$ cat config.mk
export PLATFORM = sky130hd
export DESIGN_NAME = cau_queue
export DESIGN_NICKNAME = d
export VERILOG_FILES = /design/src/complex_arith_unit_macros.svh /design/src/cau_pkg.sv /design/src/cau_queue.sv
export SDC_FILE = /design/constraint.sdc
export NUM_CORES = 1
export LEC_CHECK = 0
export ABC_AREA = 1
export BUFFER_PORTS_ARGS = -buffer_cell sky130_fd_sc_hd__clkbuf_2
export CAP_MARGIN = 20
export CELL_PAD_IN_SITES_DETAIL_PLACEMENT = 0
export CELL_PAD_IN_SITES_GLOBAL_PLACEMENT = 1
export CORE_MARGIN = 2
export CORE_UTILIZATION = 48
export DETAILED_ROUTE_END_ITERATION = 6
export PLACE_DENSITY_LB_ADDON = 0.1
export SYNTH_ARGS = -nofsm -noshare
export SYNTH_HDL_FRONTEND = slang
export SYNTH_SLANG_ARGS = --single-unit
$ cat constraint.sdc
create_clock -name clk -period 5 [get_ports clk]
set_clock_uncertainty 0.1 [all_clocks]
set_input_delay 0.25 -clock clk [delete_from_list [all_inputs] [get_ports clk]]
set_output_delay 0.25 -clock clk [all_outputs]
set_load 0.01 [all_outputs]
$ cat src/complex_arith_unit_macros.svh
// Assertion macros for the complex arithmetic unit.
`ifndef COMPLEX_ARITH_UNIT_MACROS_SVH
`define COMPLEX_ARITH_UNIT_MACROS_SVH
`ifndef ASSERT_OFF
`define CAU_ASSERT(label, clk, rst_n, prop) \
  label: assert property (@(posedge clk) disable iff (!rst_n) prop) \
    else $error("complex_arith_unit check failed");
`define CAU_ASSERT_ALWAYS(label, clk, prop) \
  label: assert property (@(posedge clk) prop) \
    else $error("complex_arith_unit check failed");
`else
`define CAU_ASSERT(label, clk, rst_n, prop)
`define CAU_ASSERT_ALWAYS(label, clk, prop)
`endif
`endif

$ cat src/cau_pkg.sv
// Shared types and constants of the complex arithmetic unit.
`default_nettype none
package cau_pkg;
  typedef enum logic [1:0] {
    OP_ADD = 2'd0,
    OP_SUB = 2'd1,
    OP_MUL = 2'd2,
    OP_DIV = 2'd3
  } cau_op_t;

  localparam int OUT_FRAC = 16;
  localparam int QUO_BITS = 33;
  localparam int RES_WIDTH = 32;
endpackage
`default_nettype wire

$ cat src/cau_queue.sv
// Small register queue with count; DEPTH is a power of two.
`default_nettype none
module cau_queue import cau_pkg::*; #(
  parameter int WIDTH = 8,
  parameter int DEPTH = 4
) (
  input  logic             clk,
  input  logic             rst_n,
  input  logic             push,
  input  logic [WIDTH-1:0] wdata,
  output logic             full,
  input  logic             pop,
  output logic [WIDTH-1:0] rdata,
  output logic             empty
);
  localparam int AW = (DEPTH > 1) ? $clog2(DEPTH) : 1;

  logic [WIDTH-1:0] mem_r [DEPTH];
  logic [AW-1:0]    wr_ptr_r, wr_ptr_nxt;
  logic [AW-1:0]    rd_ptr_r, rd_ptr_nxt;
  logic [AW:0]      cnt_r, cnt_nxt;
  logic             do_push, do_pop;

  assign full    = (cnt_r == (AW+1)'(DEPTH));
  assign empty   = (cnt_r == '0);
  assign do_push = push && !full;
  assign do_pop  = pop && !empty;
  assign rdata   = mem_r[rd_ptr_r];

  always_comb begin
    wr_ptr_nxt = do_push ? wr_ptr_r + AW'(1) : wr_ptr_r;
    rd_ptr_nxt = do_pop ? rd_ptr_r + AW'(1) : rd_ptr_r;
    unique case ({do_push, do_pop})
      2'b10:   cnt_nxt = cnt_r + (AW+1)'(1);
      2'b01:   cnt_nxt = cnt_r - (AW+1)'(1);
      default: cnt_nxt = cnt_r;
    endcase
  end

  always_ff @(posedge clk) begin
    if (!rst_n) begin
      wr_ptr_r <= '0;
      rd_ptr_r <= '0;
      cnt_r    <= '0;
    end else begin
      wr_ptr_r <= wr_ptr_nxt;
      rd_ptr_r <= rd_ptr_nxt;
      cnt_r    <= cnt_nxt;
    end
  end

  always_ff @(posedge clk) begin
    if (do_push) begin
      mem_r[wr_ptr_r] <= wdata;
    end
  end
endmodule
`default_nettype wire

==> key figures <==
Setup path
  – Kind of critical path: reg2out
  – Top delay family on crit path: flip-flops
  – Slowest stage delay, CP: around 0.7 ns
  – Crit path launch type: register
  – Critical path depth: 4
  – R2R depth: 10
  – WP data required: 4.65 ns
  – Crit-path cells: inv_2 > o21ai_0 > o22ai_1 > clkbuf_2
  – Max Fanout on Critical Path: 17
  – Crit end category: output pin
  – CP Data Arrival Time: roughly 1.8 ns
  – CP bufs+invs: 2
  – CP max-delay cell: dfxtp_1

Floorplanning
  – Initial core utilization: roughly 50%
  – Num ports: 22
  – DIE HEIGHT: 63.4 um
  – Die area: roughly 4000 um2
  – Row count: 21
  – Core area: between 3000 and 4000 um2
  – Die Wd: roughly 63 um

Synth
  – Post-synthesis cell count: 146
  – Post-synth top area share: about 57%
  – Yosys reg bits: roughly 40
  – Yosys cell types: 18
  – Post-synthesis sequential area ratio: approximately two thirds
  – Syn avg cell area: roughly 12 um2
  – Top cells by area, synth: edfxtp_1 (57%), dfxtp_1 (11%), nor2_1 (5.5%)
  – Mapped cell area: about 1700 um2
  – Post-Syn Nets: about 160
  – Warnings from Yosys: 0
  – Post-synth top area cell: edfxtp_1

Layout
  – Most frequent cells in the layout: edfxtp_1 (32), nor2_1 (25), clkbuf_2 (21)
  – ANT cells: 0
  – Fill cells: 310
  – Area Overhead vs Synth: 13.0%
  – End-of-flow core utilization: between 50% and 60%
  – FF/Latch Area: 1140 um2
  – Layout cell share with drive strength beyond 1: 20.8%
  – Multi-input combinational cell area: about 450 um2
  – Commonest non-fill, non-tap cell in the layout: edfxtp_1
  – Nets: 190

CTS
  – H-tree Lvls: 2
  – CTS root buf: clkbuf_4
  – Hold buffers post-CTS: 0
  – Number of setup buffers added after CTS: 0
  – Worst-Skew Late Latency: 0.34 ns
  – Max clock buf depth: 2
  – Worst-path clk slew: 0.12 ns
  – CTS tree: yes
  – CTS buffer count: 5
  – Post-cts resize count: 0
  – Clock sinks: 41

Routing
  – Residual DRC: 0
  – Post-DRT Antenna Nets: 0
  – Wirelength per Cell: about 13 um
  – Vias per Instance: 4.87
  – Final wirelength: approximately 2800 um
  – Via count: roughly 1100
  – DRT Pass-1 Iters: 4
  – DR iter-0 viols: 27

STA
  – Achievable frequency: approximately 470 MHz
  – Period Utilization, post-route: a little over two fifths
  – Final min period: roughly 2.1 ns
  – Tightest Pin Transition: between 0.7 and 0.8 ns
  – Fin. max-slew vios: 0
  – Post-route setup slack: 2.85 ns
  – Final Hold Vio Count: 0
  – Max-Slew Margin vs Limit: 46.9%
  – RSZ-0062 raised after global routing: false
  – WHS: 0.0175 ns
  – Final setup TNS: 0 ns
  – Final setup viols: 0

Worst hold path
  – Hold Crit Depth: 1
  – Type of the worst min-delay path: in2reg

Global route
  – Initial antenna violation count: 0
  – Pin count of the biggest net entering global routing: 18
  – Global-route wire length before repair: around 4400 um
  – GRT Overall Usage: around 15%
  – Vias in the first global route: 953
  – GRT overflow: 0

Place
  – Pre-CTS WS: ~3.2 ns
  – Post-DP HPWL: 1890 um
  – Gpl congestion: ~0.7
  – PortBufs: 21

Job
  – Max_cap viols: 0

Pwr
  – Pwr per Cell Area: 464 nW/um2
  – Peak supply drop: ~0.24 mV
  – Leak: around 0.76 nW

Outcome
  – Status: finished, final reports clean
final timing paths:
path	slack [ns]	start	end
max	2.85	register	rdata[0]
min	0.02	wdata[6]	mem_r[0][6]
max reg2reg	3.13	cnt_r[1]	cnt_r[2]
min reg2reg	0.41	wr_ptr_r[0]	wr_ptr_r[0]
cell type report:
class / count / area share, %
Timing Repair Buffer: 21 / 5.50
Sequential cell: 41 / 59.7
Tap cell: 46 / 3.01
Multi-Input combinational cell: 83 / 23.7
Inverter: 20 / 3.93
Clock buffer: 8 / 4.19
report_power, final:
part | switching, W | leakage (nW) | total [W] | internal, W
registers | 0.0000344 | 0.368 | 0.000445 | 0.000411
clock network | 0.000100 | 0.0437 | 0.000199 | 0.0000994
logic | 0.000153 | 0.346 | 0.000243 | 0.0000902
total | 0.000287 | 0.758 | 0.000888 | 0.000600
cells in the mapped netlist:
cell,number
ha_1,5
nand3_1,5
nand2_4,1
o21ai_2,3
nand2_1,12
o22ai_1,8
inv_1,19
a21oi_1,5
nor2_2,1
nand2_2,2
inv_2,1
o21ai_0,14
nor2_1,25
o21ai_1,1
buf_6,2
dfxtp_1,9
fa_1,1
edfxtp_1,32
through the flow:
step	total power, W	area [um2]	std cells
after global routing	0.000946	1910	219
final	0.000888	1910	219
after detailed placement	0.000700	1830	211
after global placement	0.000693	1830	211
after floorplan	0.000626	1690	146
after CTS	0.000897	1910	219
cells by family after synthesis:
family	after synthesis	share of synthesized area, %
AND/OR/NAND/NOR	46	11.5
adder cells (fa/ha/maj)	6	4.88
buffers and inverters	22	5.77
AO/OA/AOI/OAI	31	10.4
flip-flops	41	67.5
registers in the layout, summed over array words and instances (netlist names), named ones only:
name,cells
cnt_r,3
mem_r,32
rd_ptr_r,2
wr_ptr_r,2
routing by layer:
layer	GRT usage (%)	up-vias	wire (um)
met5	0	-	0
met4	5.71	0	46
met3	4.82	6	127
met2	27.0	23	1460
met1	16.5	487	1120
li1	-	550	-
worst register-to-register path: stages, from the launching register on:
cell     delay, ns
dfxtp_1       0.36
nor2_2        0.16
nand2_2       0.11
nand2_4       0.11
ha_1          0.17
inv_1         0.07
fa_1          0.38
nand2_1       0.09
nand3_1       0.09
nor2_1        0.09
nor2_1        0.05
Power figures use the tool's default switching activity.
