===== src/complex_arith_unit_macros.svh =====
// Assertion macros for the complex arithmetic unit.
`ifndef COMPLEX_ARITH_UNIT_MACROS_SVH
`define COMPLEX_ARITH_UNIT_MACROS_SVH
`ifndef ASSERT_OFF
`define CAU_ASSERT(label, clk, rst_n, prop) \
  label: assert property (@(posedge clk) disable iff (!rst_n) prop) \
    else $error("complex_arith_unit check failed");
`define CAU_ASSERT_ALWAYS(label, clk, prop) \
  label: assert property (@(posedge clk) prop) \
    else $error("complex_arith_unit check failed");
`else
`define CAU_ASSERT(label, clk, rst_n, prop)
`define CAU_ASSERT_ALWAYS(label, clk, prop)
`endif
`endif


===== src/cau_pkg.sv =====
// Shared types and constants of the complex arithmetic unit.
`default_nettype none
package cau_pkg;
  typedef enum logic [1:0] {
    OP_ADD = 2'd0,
    OP_SUB = 2'd1,
    OP_MUL = 2'd2,
    OP_DIV = 2'd3
  } cau_op_t;

  localparam int OUT_FRAC = 16;
  localparam int QUO_BITS = 33;
  localparam int RES_WIDTH = 32;
endpackage
`default_nettype wire


===== src/cau_front.sv =====
// Front end: accept a beat, flag zero divisor, form the part products.
`default_nettype none
module cau_front import cau_pkg::*; #(
  parameter int IN_WIDTH = 16,
  localparam int IW = 3 + 16 * IN_WIDTH
) (
  input  logic                       clk,
  input  logic                       rst_n,
  input  logic                       in_push,
  output logic                       in_full,
  input  logic [1:0]                 in_op,
  input  logic signed [IN_WIDTH-1:0] in_first_re,
  input  logic signed [IN_WIDTH-1:0] in_first_im,
  input  logic signed [IN_WIDTH-1:0] in_second_re,
  input  logic signed [IN_WIDTH-1:0] in_second_im,
  input  logic                       mq_full,
  output logic                       mq_push,
  output logic [IW-1:0]              mq_data
);
  localparam int PW = 2 * IN_WIDTH;

  logic          f_valid_r, f_valid_nxt;
  logic [IW-1:0] f_data_r;
  logic          accept;
  logic          zdiv;
  logic signed [PW-1:0] pr, qs, ps, qr, rr, ss;
  cau_op_t       op;

  assign op      = cau_op_t'(in_op);
  assign mq_push = f_valid_r && !mq_full;
  assign in_full = f_valid_r && mq_full;
  assign accept  = in_push && !in_full;
  assign mq_data = f_data_r;

  assign zdiv = (in_second_re == '0) && (in_second_im == '0);
  assign pr = in_first_re * in_second_re;
  assign qs = in_first_im * in_second_im;
  assign ps = in_first_re * in_second_im;
  assign qr = in_first_im * in_second_re;
  assign rr = in_second_re * in_second_re;
  assign ss = in_second_im * in_second_im;

  assign f_valid_nxt = accept || (f_valid_r && !mq_push);

  always_ff @(posedge clk) begin
    if (!rst_n) begin
      f_valid_r <= 1'b0;
    end else begin
      f_valid_r <= f_valid_nxt;
    end
  end

  always_ff @(posedge clk) begin
    if (accept) begin
      f_data_r <= {op, zdiv, in_first_re, in_first_im, in_second_re, in_second_im,
                   pr, qs, ps, qr, rr, ss};
    end
  end
endmodule
`default_nettype wire


===== config.mk =====
export PLATFORM = sky130hd
export DESIGN_NAME = cau_front
export DESIGN_NICKNAME = d
export VERILOG_FILES = /design/src/complex_arith_unit_macros.svh /design/src/cau_pkg.sv /design/src/cau_front.sv
export SDC_FILE = /design/constraint.sdc
export NUM_CORES = 2
export LEC_CHECK = 0
export BUFFER_PORTS_ARGS = -buffer_cell sky130_fd_sc_hd__buf_4
export CELL_PAD_IN_SITES_DETAIL_PLACEMENT = 2
export CELL_PAD_IN_SITES_GLOBAL_PLACEMENT = 2
export CORE_UTILIZATION = 30
export DETAILED_ROUTE_END_ITERATION = 12
export PLACE_DENSITY = 0.68
export SLEW_MARGIN = 20
export SYNTH_ARGS = -nofsm -noshare
export SYNTH_HDL_FRONTEND = slang
export SYNTH_SLANG_ARGS = --single-unit

===== constraint.sdc =====
create_clock -name clk -period 32.2 [get_ports clk]
set_input_delay 4.83 -clock clk [delete_from_list [all_inputs] [get_ports clk]]
set_output_delay 4.83 -clock clk [all_outputs]
set_load 0.05 [all_outputs]

==> summary.md <==
| Metric | Value |
|---|---|
| Outcome | finished, final reports clean |
| Drt first pass iters | 7 |
| RR Startpoint | f_valid_r$_SDFF_PN0_ |
| Post-layout util | ~33% |
| WL met3 | 5.49 mm |
| Setup bufs post-CTS | 0 |
| Cell family with most CP delay | adder cells |
| WL met1 | 89.9 mm |
| Dominant cell type by area after synthesis | fa_1 |
| Yosys cell types | between 70 and 80 |
| Skew-Pair Late Insertion Delay | around 0.7 ns |
| Post-synth EDFFs | 255 |
| Clk slew on worst S/H paths | roughly 0.06 ns |
| Num CTS Buffers | 43 |
| Final Cycle Share | 37.6% |
| First-pass GRT wire length | 309 mm |
| Initial core utilization | 30.2% |
| Num rows | 170 |
| Hold Path Class | flip-flop to flip-flop |
| Critical Path Start | in_second_re[15] |
| DRC | 0 |
| Reg2reg end | mq_data[4]$_DFFE_PP_ |
| Starting DRT DRC Count | roughly 1600 |
| Antenna Nets Post-Route | 0 |
| Crit path launch type | primary input |
| Place WS | a little under 20 ns |
| Clk sinks | around 260 |
| Layout cell share with drive strength beyond 1 | 6.69% |
| Worst Tran Pin Value | 1.14 ns |
| Worst R2R Path Depth | 5 |
| Final clock skew | 0.0337 ns |
| Slowest cell on crit path | a21boi_0 |
| Syn Inst Count | 6565 |
| Synth top area share | 46.9% |
| Max Freq | 0.0827 GHz |
| Asr flop ratio synth | 0% |
| Critical path class | primary input to flip-flop |
| Most frequent CP cell | fa_1 |
| CTS tree | yes |
| RSZ-0062 raised after global routing | no |
| Vias post-DR | 44054 |
| MaxCap Viol Count | 0 |
| Reg2Reg Setup Slack | 28.89 ns |
| Worst Setup End Kind | flip-flop |
| Die Wd | 466 µm |
| Avg Vias per Cell | 4.61 |
| Die ar. | ~220000 µm² |
| Drt wl/cell | just over 20 µm |
| Post-route setup TNS | 0 ns |
| CP bufs+invs | 5 |
| Critical path depth | 21 |
| Cell area after layout | 71300 µm² |
| Critical-path cell list | buf_4, inv_1, buf_4, nor2_1, fa_1, fa_1, fa_1, fa_1, fa_1, inv_1, fa_1, inv_1, ha_1, nand2_1, nor3_1, o211ai_1, a21boi_0, o31ai_1, a21oi_1, nor4_1, a311oi_1 |
| Met2 WL post-DR | 95.6 mm |
| Core area | 214000 µm² |
| Setup ws final | 20.10 ns |
| DP HPWL | about 150 mm |
| Worst Setup EP | mq_data[191]$_DFFE_PP_ |
| Number of port buffers | 328 |
| Largest net degree at the start of global routing | 56 |
| Crit-path max FO | 36 |
| Worst EP arrival | 12.50 ns |
| RePlAce Congestion | 0.802 |
| Synth warn | 0 |
| Area growth, synth to finish | 10.2% |
| Seq/Total Area, Yosys | a little under an eighth |
| Placed inst area | 69900 µm² |
| Top Layer Used | met5 |
| PostCTS Resize Cnt | 0 |
| Height of the chip | 466 µm |
| Final #Nets | just under 9000 |
| Worst path required time | 32.60 ns |
| Max-slew headroom | 23.3% |
| Vias in the first global route | 52450 |
| Gr usage total | 18.6% |
| Initial antenna violation count | 9 |
| Post-layout min period | 12.10 ns |
| Max stage delay on crit path | 0.78 ns |
| Count of final hold-check violations | 0 |
| CTS Buffer Depth | 3 |
| Drt total wl | 195 mm |
| # IOs | 331 |
| Clock Tree Root | clkbuf_16 |
| # setup viols final | 0 |
| Ranking of synthesized cells by area | fa_1 47%, edfxtp_1 12%, inv_1 10% |
| H-tree levels | 2 |
| Top_reg_cell synth | edfxtp_1 |
| # hold bufs at CTS | 0 |
| Syn_area_per_cell | 9.85 µm² |
| GRT overflow | 0 |
| #FFs+latches synth | 256 |
| Fillers | 23531 |
| Fin. max-slew vios | 0 |
| Mapped cell area | 64700 µm² |
## Yosys cell counts, types with 8 or more instances
cell type	number
a31o_2	10
o21ai_0	61
xnor2_1	183
edfxtp_1	255
o21bai_1	20
a21oi_1	127
inv_1	1766
nand4_1	9
fa_1	1517
nand2_1	665
ha_1	504
xor2_1	47
and2_1	582
nor3_1	26
nor2_1	165
nor4_1	11
clkbuf_1	263
o211ai_1	9
nor2b_1	20
a21o_1	59
or2_2	10
a31oi_1	11
buf_1	8
nand2b_1	37
o21a_1	27
and3_1	23
nand3_1	26
a211oi_1	17
## routing by layer
layer | up-vias | GRT usage (%)
met5 | - | 0
met4 | 2 | 3.86
met3 | 146 | 1.90
met2 | 493 | 31.4
met1 | 23935 | 25.6
li1 | 19478 | -
## layout by cell type, fill, tap and decap left out, types with 10 or more instances in the layout
cell	count
nand2_1	665
and2_1	582
nand2b_1	37
nor4_1	11
fa_1	1517
a31o_2	10
a21o_1	59
nor2b_1	19
o21bai_1	20
xnor2_1	183
a31oi_1	11
clkbuf_16	43
and3_1	23
or2_2	10
inv_1	1766
buf_4	354
o21a_1	27
a211oi_1	17
a21oi_1	127
xor2_1	47
nor2_1	165
nand3_1	26
ha_1	504
o21ai_0	61
edfxtp_1	255
nor3_1	26
## worst reg2reg max path, stage by stage (launching register included)
cell and delay [ns]:
dfxtp_1 0.30, and2_1 0.19, nor2b_4 0.29, buf_4 0.57
buf_4 0.75, buf_4 0.78
## worst min-delay path by stage
stage                         start                   end  slack [ns]  depth (start not counted)
5_1_grt        f_valid_r$_SDFF_PN0_  f_valid_r$_SDFF_PN0_        0.74                          2
3_3_place_gp   f_valid_r$_SDFF_PN0_  f_valid_r$_SDFF_PN0_        0.64                          2
3_5_place_dp   f_valid_r$_SDFF_PN0_  f_valid_r$_SDFF_PN0_        0.71                          2
6_report       f_valid_r$_SDFF_PN0_  f_valid_r$_SDFF_PN0_        0.71                          2
4_1_cts        f_valid_r$_SDFF_PN0_  f_valid_r$_SDFF_PN0_        0.71                          2
2_1_floorplan  f_valid_r$_SDFF_PN0_  f_valid_r$_SDFF_PN0_        0.88                          2
## registers in the layout (all words and copies together) (netlist names)
register   cells
f_valid_r      1
mq_data      255
## metrics by stage
step,instances,hold slack [ns]
after floorplan,6566,0.883
after global placement,9483,0.645
after detailed placement,9483,0.707
after CTS,9560,0.715
after global routing,9561,0.743
final,9561,0.710
## layout make-up
type	instances	area [µm²]	share of cell area, %
diodes	1	2.50	0.00351
clock buffers	49	1100	1.54
clock inverters	28	300	0.421
inverters	1767	6630	9.31
multi-input cells	4268	49400	69.2
flip-flops and latches	256	7680	10.8
well taps	2838	3550	4.98
repair buffers	354	2660	3.73
## logic make-up after synthesis
| kind of cell | share of synthesized area, % |
|---|---|
| compound gates | 4.22 |
| xor+xnor | 3.11 |
| fa+ha+maj | 56.7 |
| buf+inv | 11.9 |
| flops | 11.9 |
| mux | 0.0464 |
| other cells | 0.00580 |
| simple gates | 12.2 |
Power is left out: the tool's default activity adds up to more than one toggle a clock period on the data nets, which glitch-free logic cannot reach.
